===== src/aqtc_pkg.sv =====
`timescale 1ns / 1ps

package aqtc_pkg;

  localparam int SAMPLE_BITS = 12;
  localparam int COUNT_BITS  = 21;
  localparam int TIME_BITS   = 32;
  localparam int SUM_BITS    = SAMPLE_BITS + COUNT_BITS;
  localparam int ITER_BITS   = $clog2(SAMPLE_BITS + 1);
  localparam int CFG_W       = 20;
  localparam int CFG_IDX_W   = 3;

  typedef enum logic [CFG_IDX_W-1:0] {
    REG_ENABLE      = 3'd0,
    REG_SAMPLE_INT  = 3'd1,
    REG_AVG_PERIOD  = 3'd2,
    REG_HIGH_STEP   = 3'd3,
    REG_LOW_STEP    = 3'd4,
    REG_FORCE_LEVEL = 3'd5,
    REG_HIGH_EXCESS = 3'd6,
    REG_LOW_EXCESS  = 3'd7
  } cfg_reg_t;

  typedef enum logic [1:0] {
    Q_FRESH = 2'd0,
    Q_LOW   = 2'd1,
    Q_HIGH  = 2'd2,
    Q_FORCE = 2'd3
  } quality_t;

  typedef enum logic [2:0] {
    S_IDLE,
    S_TAKE,
    S_PERIOD,
    S_DIV,
    S_CLASS,
    S_EMIT
  } seq_state_t;

endpackage


===== src/aqtc_div.sv =====
`timescale 1ns / 1ps

// Restoring divider, one quotient bit a cycle. The quotient is known to fit
// SAMPLE_BITS since the sum never exceeds count times the largest sample.
module aqtc_div
  import aqtc_pkg::*;
(
  input  logic                   clk,
  input  logic                   rst_n,
  input  logic                   start,
  input  logic [SUM_BITS-1:0]    dividend,
  input  logic [COUNT_BITS-1:0]  divisor,
  output logic                   done,
  output logic [SAMPLE_BITS-1:0] quotient
);

  logic                   busy_r, busy_nxt;
  logic                   done_r, done_nxt;
  logic [ITER_BITS-1:0]   cnt_r, cnt_nxt;
  logic [SUM_BITS-1:0]    rem_r, rem_nxt;
  logic [SUM_BITS-1:0]    sh_r, sh_nxt;
  logic [COUNT_BITS-1:0]  divisor_r, divisor_nxt;
  logic [SAMPLE_BITS-1:0] q_r, q_nxt;
  logic                   ge;

  assign ge = (rem_r >= sh_r);

  always_comb begin
    busy_nxt    = busy_r;
    done_nxt    = 1'b0;
    cnt_nxt     = cnt_r;
    rem_nxt     = rem_r;
    sh_nxt      = sh_r;
    divisor_nxt = divisor_r;
    q_nxt       = q_r;
    if (start) begin
      busy_nxt    = 1'b1;
      cnt_nxt     = ITER_BITS'(SAMPLE_BITS);
      rem_nxt     = dividend;
      sh_nxt      = SUM_BITS'(divisor) << (SAMPLE_BITS - 1);
      divisor_nxt = divisor;
      q_nxt       = '0;
    end else if (busy_r) begin
      if (ge) begin
        rem_nxt = rem_r - sh_r;
      end
      q_nxt   = {q_r[SAMPLE_BITS-2:0], ge};
      sh_nxt  = sh_r >> 1;
      cnt_nxt = cnt_r - ITER_BITS'(1);
      if (cnt_r == ITER_BITS'(1)) begin
        busy_nxt = 1'b0;
        done_nxt = 1'b1;
      end
    end
  end

  always_ff @(posedge clk) begin
    if (!rst_n) begin
      busy_r <= 1'b0;
      done_r <= 1'b0;
      cnt_r  <= '0;
    end else begin
      busy_r <= busy_nxt;
      done_r <= done_nxt;
      cnt_r  <= cnt_nxt;
    end
  end

  always_ff @(posedge clk) begin
    rem_r     <= rem_nxt;
    sh_r      <= sh_nxt;
    divisor_r <= divisor_nxt;
    q_r       <= q_nxt;
  end

  assign done     = done_r;
  assign quotient = q_r;

  a_rem_below_divisor: assert property (@(posedge clk) disable iff (!rst_n)
    done_r |-> (rem_r < SUM_BITS'(divisor_r)))
    else $error("divider remainder not below divisor");

  a_done_after_busy: assert property (@(posedge clk) disable iff (!rst_n)
    done_r |-> $past(busy_r))
    else $error("divider done without a running division");

  a_no_start_busy: assert property (@(posedge clk) disable iff (!rst_n)
    busy_r |-> !done_r)
    else $error("divider done while still busy");

endmodule


===== src/air_quality_trend_classifier.sv =====
`timescale 1ns / 1ps

// Air quality trend classifier.
// Input beats (in_valid/in_ready) carry a millisecond time and a sensor
// reading; each one gives exactly one output beat (out_valid/out_ready)
// with taken, the held quality class and the held reference average.
// Configuration is written through cfg_we/cfg_index/cfg_wdata, one register
// per cycle; the user must write it only while the block is idle, as the
// block itself does not enforce it.
// An input beat is worked through a small sequencer: capture, take test,
// period test, classify and emit. A beat that is not taken skips the period
// test and classification. When the average period has run out and samples
// were counted, the serial divider runs between the period test and
// classification; it makes the longest path through the sequencer.
// in_ready is high only in the idle state. A finished beat sits in the
// output register; the next input beat is accepted while it waits, but
// that item stops at emit until out_ready frees the register.
// After rst_n low all history, sum, count and average are zero, the
// quality is fresh and the registers hold their default values.
module air_quality_trend_classifier
  import aqtc_pkg::*;
(
  input  logic                   clk,
  input  logic                   rst_n,
  input  logic                   in_valid,
  output logic                   in_ready,
  input  logic [TIME_BITS-1:0]   in_time_ms,
  input  logic [SAMPLE_BITS-1:0] in_reading,
  output logic                   out_valid,
  input  logic                   out_ready,
  output logic                   out_taken,
  output logic [1:0]             out_quality,
  output logic [SAMPLE_BITS-1:0] out_average_level,
  input  logic                   cfg_we,
  input  logic [CFG_IDX_W-1:0]   cfg_index,
  input  logic [CFG_W-1:0]       cfg_wdata
);

  // configuration
  logic        enable_r;
  logic [15:0] sample_int_r;
  logic [19:0] avg_period_r;
  logic [11:0] high_step_r, low_step_r, force_level_r, high_excess_r, low_excess_r;

  always_ff @(posedge clk) begin
    if (!rst_n) begin
      enable_r      <= 1'b1;
      sample_int_r  <= 16'd1000;
      avg_period_r  <= 20'd10000;
      high_step_r   <= 12'd400;
      low_step_r    <= 12'd200;
      force_level_r <= 12'd700;
      high_excess_r <= 12'd150;
      low_excess_r  <= 12'd50;
    end else if (cfg_we) begin
      case (cfg_reg_t'(cfg_index))
        REG_ENABLE:      enable_r      <= cfg_wdata[0];
        REG_SAMPLE_INT:  sample_int_r  <= cfg_wdata[15:0];
        REG_AVG_PERIOD:  avg_period_r  <= cfg_wdata[19:0];
        REG_HIGH_STEP:   high_step_r   <= cfg_wdata[11:0];
        REG_LOW_STEP:    low_step_r    <= cfg_wdata[11:0];
        REG_FORCE_LEVEL: force_level_r <= cfg_wdata[11:0];
        REG_HIGH_EXCESS: high_excess_r <= cfg_wdata[11:0];
        REG_LOW_EXCESS:  low_excess_r  <= cfg_wdata[11:0];
        default: ;
      endcase
    end
  end

  seq_state_t state_r, state_nxt;

  logic [TIME_BITS-1:0]   time_r, time_nxt;
  logic [SAMPLE_BITS-1:0] reading_r, reading_nxt;
  logic                   taken_r, taken_nxt;
  logic [TIME_BITS-1:0]   last_take_r, last_take_nxt;
  logic [TIME_BITS-1:0]   last_avg_r, last_avg_nxt;
  logic [SAMPLE_BITS-1:0] cur_r, cur_nxt;
  logic [SAMPLE_BITS-1:0] prev_r, prev_nxt;
  logic [SUM_BITS-1:0]    sum_r, sum_nxt;
  logic [COUNT_BITS-1:0]  count_r, count_nxt;
  logic [SAMPLE_BITS-1:0] avg_r, avg_nxt;
  logic [1:0]             quality_r, quality_nxt;

  logic                   out_valid_r, out_valid_nxt;
  logic                   out_taken_r, out_taken_nxt;
  logic [1:0]             out_quality_r, out_quality_nxt;
  logic [SAMPLE_BITS-1:0] out_avg_r, out_avg_nxt;

  logic                   div_start;
  logic                   div_done;
  logic [SAMPLE_BITS-1:0] div_q;

  logic [TIME_BITS-1:0]   elapsed;
  logic [TIME_BITS-1:0]   limit;
  logic                   elapsed_over;
  logic signed [SAMPLE_BITS:0] step, excess;
  logic                   step_high, step_low, excess_high, excess_low;
  logic                   cur_above_force, cur_below_force;
  quality_t               cls;

  aqtc_div u_div (
    .clk      (clk),
    .rst_n    (rst_n),
    .start    (div_start),
    .dividend (sum_r),
    .divisor  (count_r),
    .done     (div_done),
    .quotient (div_q)
  );

  // one shared wrap-safe elapsed-time subtract and compare
  always_comb begin
    if (state_r == S_PERIOD) begin
      elapsed = time_r - last_avg_r;
      limit   = TIME_BITS'(avg_period_r);
    end else begin
      elapsed = time_r - last_take_r;
      limit   = TIME_BITS'(sample_int_r);
    end
    elapsed_over = (elapsed > limit);
  end

  always_comb begin
    step            = $signed({1'b0, cur_r}) - $signed({1'b0, prev_r});
    excess          = $signed({1'b0, cur_r}) - $signed({1'b0, avg_r});
    step_high       = step > $signed({1'b0, high_step_r});
    step_low        = step > $signed({1'b0, low_step_r});
    excess_high     = excess > $signed({1'b0, high_excess_r});
    excess_low      = excess > $signed({1'b0, low_excess_r});
    cur_above_force = cur_r > force_level_r;
    cur_below_force = cur_r < force_level_r;
    if (step_high || cur_above_force) begin
      cls = Q_FORCE;
    end else if (excess_high) begin
      cls = Q_HIGH;
    end else if ((step_low && cur_below_force) || excess_low) begin
      cls = Q_LOW;
    end else begin
      cls = Q_FRESH;
    end
  end

  always_comb begin
    state_nxt       = state_r;
    time_nxt        = time_r;
    reading_nxt     = reading_r;
    taken_nxt       = taken_r;
    last_take_nxt   = last_take_r;
    last_avg_nxt    = last_avg_r;
    cur_nxt         = cur_r;
    prev_nxt        = prev_r;
    sum_nxt         = sum_r;
    count_nxt       = count_r;
    avg_nxt         = avg_r;
    quality_nxt     = quality_r;
    out_valid_nxt   = out_valid_r;
    out_taken_nxt   = out_taken_r;
    out_quality_nxt = out_quality_r;
    out_avg_nxt     = out_avg_r;
    div_start       = 1'b0;
    in_ready        = 1'b0;

    // drop the output beat once taken
    if (out_valid_r && out_ready) begin
      out_valid_nxt = 1'b0;
    end

    case (state_r)
      S_IDLE: begin
        in_ready = 1'b1;
        if (in_valid) begin
          time_nxt    = in_time_ms;
          reading_nxt = in_reading;
          state_nxt   = S_TAKE;
        end
      end
      S_TAKE: begin
        if (enable_r && elapsed_over) begin
          taken_nxt     = 1'b1;
          prev_nxt      = cur_r;
          cur_nxt       = reading_r;
          last_take_nxt = time_r;
          if (count_r != '1) begin
            sum_nxt   = sum_r + SUM_BITS'(reading_r);
            count_nxt = count_r + COUNT_BITS'(1);
          end
          state_nxt = S_PERIOD;
        end else begin
          taken_nxt = 1'b0;
          state_nxt = S_EMIT;
        end
      end
      S_PERIOD: begin
        if (elapsed_over) begin
          last_avg_nxt = time_r;
          sum_nxt      = '0;
          count_nxt    = '0;
          // divider latches sum and count at start
          if (count_r != '0) begin
            div_start = 1'b1;
            state_nxt = S_DIV;
          end else begin
            state_nxt = S_CLASS;
          end
        end else begin
          state_nxt = S_CLASS;
        end
      end
      S_DIV: begin
        if (div_done) begin
          avg_nxt   = div_q;
          state_nxt = S_CLASS;
        end
      end
      S_CLASS: begin
        quality_nxt = cls;
        state_nxt   = S_EMIT;
      end
      S_EMIT: begin
        // hold until the output register is free
        if (!out_valid_r || out_ready) begin
          out_valid_nxt   = 1'b1;
          out_taken_nxt   = taken_r;
          out_quality_nxt = quality_r;
          out_avg_nxt     = avg_r;
          state_nxt       = S_IDLE;
        end
      end
      default: state_nxt = S_IDLE;
    endcase
  end

  always_ff @(posedge clk) begin
    if (!rst_n) begin
      state_r     <= S_IDLE;
      out_valid_r <= 1'b0;
      last_take_r <= '0;
      last_avg_r  <= '0;
      cur_r       <= '0;
      prev_r      <= '0;
      sum_r       <= '0;
      count_r     <= '0;
      avg_r       <= '0;
      quality_r   <= Q_FRESH;
    end else begin
      state_r     <= state_nxt;
      out_valid_r <= out_valid_nxt;
      last_take_r <= last_take_nxt;
      last_avg_r  <= last_avg_nxt;
      cur_r       <= cur_nxt;
      prev_r      <= prev_nxt;
      sum_r       <= sum_nxt;
      count_r     <= count_nxt;
      avg_r       <= avg_nxt;
      quality_r   <= quality_nxt;
    end
  end

  always_ff @(posedge clk) begin
    time_r        <= time_nxt;
    reading_r     <= reading_nxt;
    taken_r       <= taken_nxt;
    out_taken_r   <= out_taken_nxt;
    out_quality_r <= out_quality_nxt;
    out_avg_r     <= out_avg_nxt;
  end

  assign out_valid         = out_valid_r;
  assign out_taken         = out_taken_r;
  assign out_quality       = out_quality_r;
  assign out_average_level = out_avg_r;

  a_div_nonzero: assert property (@(posedge clk) disable iff (!rst_n)
    div_start |-> (count_r != '0))
    else $error("division started with zero count");

  a_div_to_class: assert property (@(posedge clk) disable iff (!rst_n)
    (state_r == S_DIV && div_done) |=> (state_r == S_CLASS))
    else $error("sequencer missed divider result");

  a_emit_source: assert property (@(posedge clk) disable iff (!rst_n)
    $rose(out_valid_r) |-> $past(state_r == S_EMIT))
    else $error("output beat loaded outside emit");

  a_sum_cleared: assert property (@(posedge clk) disable iff (!rst_n)
    (count_r == '0) |-> (sum_r == '0))
    else $error("sum held without count");

endmodule

===== config.mk =====
export PLATFORM = sky130hd
export DESIGN_NAME = air_quality_trend_classifier
export DESIGN_NICKNAME = d
export VERILOG_FILES = /design/src/aqtc_pkg.sv /design/src/aqtc_div.sv /design/src/air_quality_trend_classifier.sv
export SDC_FILE = /design/constraint.sdc
export NUM_CORES = 1
export LEC_CHECK = 0
export BUFFER_PORTS_ARGS = -buffer_cell sky130_fd_sc_hd__buf_2
export CAP_MARGIN = 25
export CORE_MARGIN = 2
export CORE_UTILIZATION = 40
export DETAILED_ROUTE_END_ITERATION = 10
export PLACE_DENSITY = 0.57
export SLEW_MARGIN = 20
export SYNTH_ARGS = -nofsm -noshare
export SYNTH_HDL_FRONTEND = slang
export SYNTH_HIERARCHICAL = 1
export SYNTH_SLANG_ARGS = --single-unit
export TNS_END_PERCENT = 50

===== constraint.sdc =====
create_clock -name clk -period 8.5 [get_ports clk]
set_clock_uncertainty 0.1 [all_clocks]
set_input_delay 0.425 -clock clk [delete_from_list [all_inputs] [get_ports clk]]
set_output_delay 0.425 -clock clk [all_outputs]
set_load 0.02 [all_outputs]

==> impl_metrics.json <==
{
  "outcome": "finished, final reports clean",
  "syn_to_final_growth_pct": 13.70,
  "ir_drop_mv": 0.1639,
  "multi_input_area_um2": 12740,
  "antenna_found_initial": 1,
  "critPathArrivalTime_ns": 7.56,
  "htreeDepth": 2,
  "cts_buffer_depth": 3,
  "hp-class": "input pin to flip-flop",
  "cap_violations": 0,
  "start_util_pct": 40.62,
  "cts_sinks": 400,
  "power_leakage_nw": 9.994,
  "grt_pass1_wl_um": 102400,
  "yosys.area_share.simple_pct": 18.87,
  "final_cell_mix": "nand2_1, dfxtp_1, a21oi_1",
  "synth_top_family_by_area": "simple AND/OR/NAND/NOR gates",
  "ys_ff_latch": 400,
  "hold_depth": 3,
  "synth_area_leader_cell": "dfxtp_1",
  "drc": 0,
  "ios": 89,
  "die_area_um2": 59530,
  "layout.cells.non_filler": 3553,
  "grt_pass1_vias": 18570,
  "synth_cell_types": 83,
  "cp-end-kind": "flip-flop",
  "fmax_mhz": 139.8,
  "grt_start_max_net_pins": 128,
  "slew_violations": 0,
  "fp.dieW_um": 244.0,
  "final_util_pct": 46.18,
  "relSlewSlack_pct": 26.70,
  "diodes": 0,
  "overflow": 0,
  "setup_viol": 0,
  "core_um2": 56710,
  "worst_pin_slew_ns": 1.094,
  "yosys-mux-area-fraction_pct": 5.432,
  "track_usage_pct": 21.39,
  "syn_area_per_cell_um2": 8.589,
  "gp_congestion": 0.9047,
  "synth-compound-area-share_pct": 17.93,
  "synth_area_leaders": "dfxtp_1, edfxtp_1, ha_1, nand2_1, a21oi_1",
  "hpwl_um": 46500,
  "clk_latency_ns": 0.60,
  "dp.cells": 3410,
  "path_clk_slew_ns": 0.06,
  "final_layout_size_suffix_gt1_share_pct": 8.152,
  "layout_commonest_cell": "nand2_1",
  "postPlaceCellArea_um2": 24120,
  "fill_cells": 5500,
  "drt_iter0_markers": 1283,
  "synth_xor_area_share_pct": 2.357,
  "port_buffers": 88,
  "ys.warnings.count": 6,
  "fin_tns_setup_ns": 0,
  "cp_max_fo": 127,
  "nets": 3017,
  "synthArstFlopShare_pct": 0,
  "critical_path_class": "flip-flop to flip-flop",
  "synth-edff-count": 114,
  "dr.pass1.iters": 5,
  "numCtsBuffers": 48,
  "period_minus_slack_ns": 7.151,
  "hold_viol": 0,
  "r2r_cells": 27,
  "fp-row-count": 87,
  "ys_dominant_reg_cell": "dfxtp_1",
  "synthAdderAreaFrac_pct": 10.37,
  "die_h_um": 244.0,
  "drtAntennaViolNets": 0,
  "register_area_um2": 9149,
  "period_share_pct": 84.13,
  "cts-root-buf": "clkbuf_16",
  "totalWireLength_um": 65030,
  "wl_per_cell_um": 18.30,
  "yosysSeqAreaShare_pct": 39.72,
  "synth.net_count": 2942,
  "vias_per_cell": 5.532,
  "start_kind": "flip-flop",
  "vias": 19660,
  "rsz0062_at_grt": "false",
  "tritoncts": "yes",
  "synth_area_um2": 23040,
  "design_area_um2": 26190,
  "postCtsSetupBuffers": 0,
  "power.density_nw_per_um2": 254.3,
  "yosysTopAreaCellShare_pct": 24.85,
  "cp_data_required_time_ns": 8.91,
  "syn-instance-count": 2682
}
## cells by family (layout without fill, tap and decap cells)
logic type / Yosys count / after routing
xor gates and xnor gates: 62 / 62
muxes: 125 / 125
AOI/OAI and AO/OA: 671 / 671
adders and majority gates: 188 / 188
DFF: 400 / 400
buffers and inverters: 304 / 419
and+or+nand+nor: 932 / 932
## Yosys cell counts (18+ instances only)
library cell,count
nand3_1,95
and3_1,24
nand4_1,52
nand2_1,442
clkbuf_1,102
ha_1,183
o211ai_1,30
o31ai_1,31
o21a_1,32
or4_1,18
nor3_1,33
xnor2_1,43
dfxtp_1,286
o21ai_0,162
edfxtp_1,114
nor2_1,126
mux2i_1,125
or3_1,32
a21o_1,26
nand2b_1,18
nor2b_1,31
inv_1,164
xor2_1,19
a21oi_1,260
## per-stage QoR
step                setup slack, ns  hold WS (ns)  power, mW
global route                 0.7496       0.07193      7.072
floorplan                    0.2445        0.3003      4.023
CTS                           1.076       0.05264      6.686
finish                        1.349       0.09011      6.662
global placement              1.382        0.3034      4.566
detailed placement            1.152        0.3104      4.624
## path summary, 6_finish.rpt
check / startpoint / end / slack (ns)
min: cfg_wdata[10] / low_excess_r[10] / 0.09
min reg2reg: quality_r[1] / out_quality[1] / 0.33
max: state_r[2] / count_r[14] / 1.35
max reg2reg: state_r[2] / count_r[14] / 1.35
## worst max-delay path: stages, from the launching register on
cell and delay (ns):
dfxtp_1 0.60, nor2_1 0.16, nand2_4 0.44, nand2_1 0.10, nand2_1 0.12, inv_1 0.05, ha_1 0.26, nor2b_1 0.14
o31a_1 0.27, o21a_1 0.18, nor2_1 0.16, nor2b_1 0.07, o21ai_0 0.16, nand2b_1 0.10, a2111oi_0 0.49, xnor2_1 0.14
ha_1 0.34, nand4_1 0.15, nor4_1 0.42, nand3_1 0.13, o221ai_1 0.15, o221a_2 0.25, o2111ai_1 0.12, nor4_2 0.40
buf_6 0.66, o21ai_4 0.36, buf_4 0.33, a21oi_1 0.15
## cell type report
class                   instances  share of cell area (%)
clock buffers                  67                   5.054
clock inverters                23                  0.7452
inverters                     164                   2.360
multi-input cells            1978                   48.66
flip-flops and latches        400                   34.93
well taps                     756                   3.612
repair buffers                165                   4.643
## state kept, by name, indices dropped and copies added, names as in the netlist, 16 cells and up
name,cells
sum_r,33
u_div/rem_r,33
last_avg_r,32
last_take_r,32
time_r,32
u_div/sh_r,32
count_r,21
avg_period_r,20
sample_int_r,16
## layer usage
layer / wire, um / share of wire [%] / GRT usage, % / vias up
li1: - / - / - / 9719
met1: 30980 / 48 / 30.33 / 9385
met2: 28790 / 44 / 33.68 / 452
met3: 3451 / 5.3 / 3.018 / 99
met4: 1812 / 2.8 / 6.510 / 0
met5: 0 / 0 / 0 / -
## what timing repair did
item,4_1_cts,5_1_grt
endpoints found under the hold margin,56,0
setup endpoints to repair,0,0
resized for setup,0,0
hold buffers,52,0
## where the power goes
group          total (mW)  leakage, nW  internal, mW  switching (mW)
sequential           2.30         3.38          2.15           0.147
combinational        2.34         5.87         0.963            1.38
clock                2.02        0.743          1.18           0.842
(Power assumes the default switching activity.)
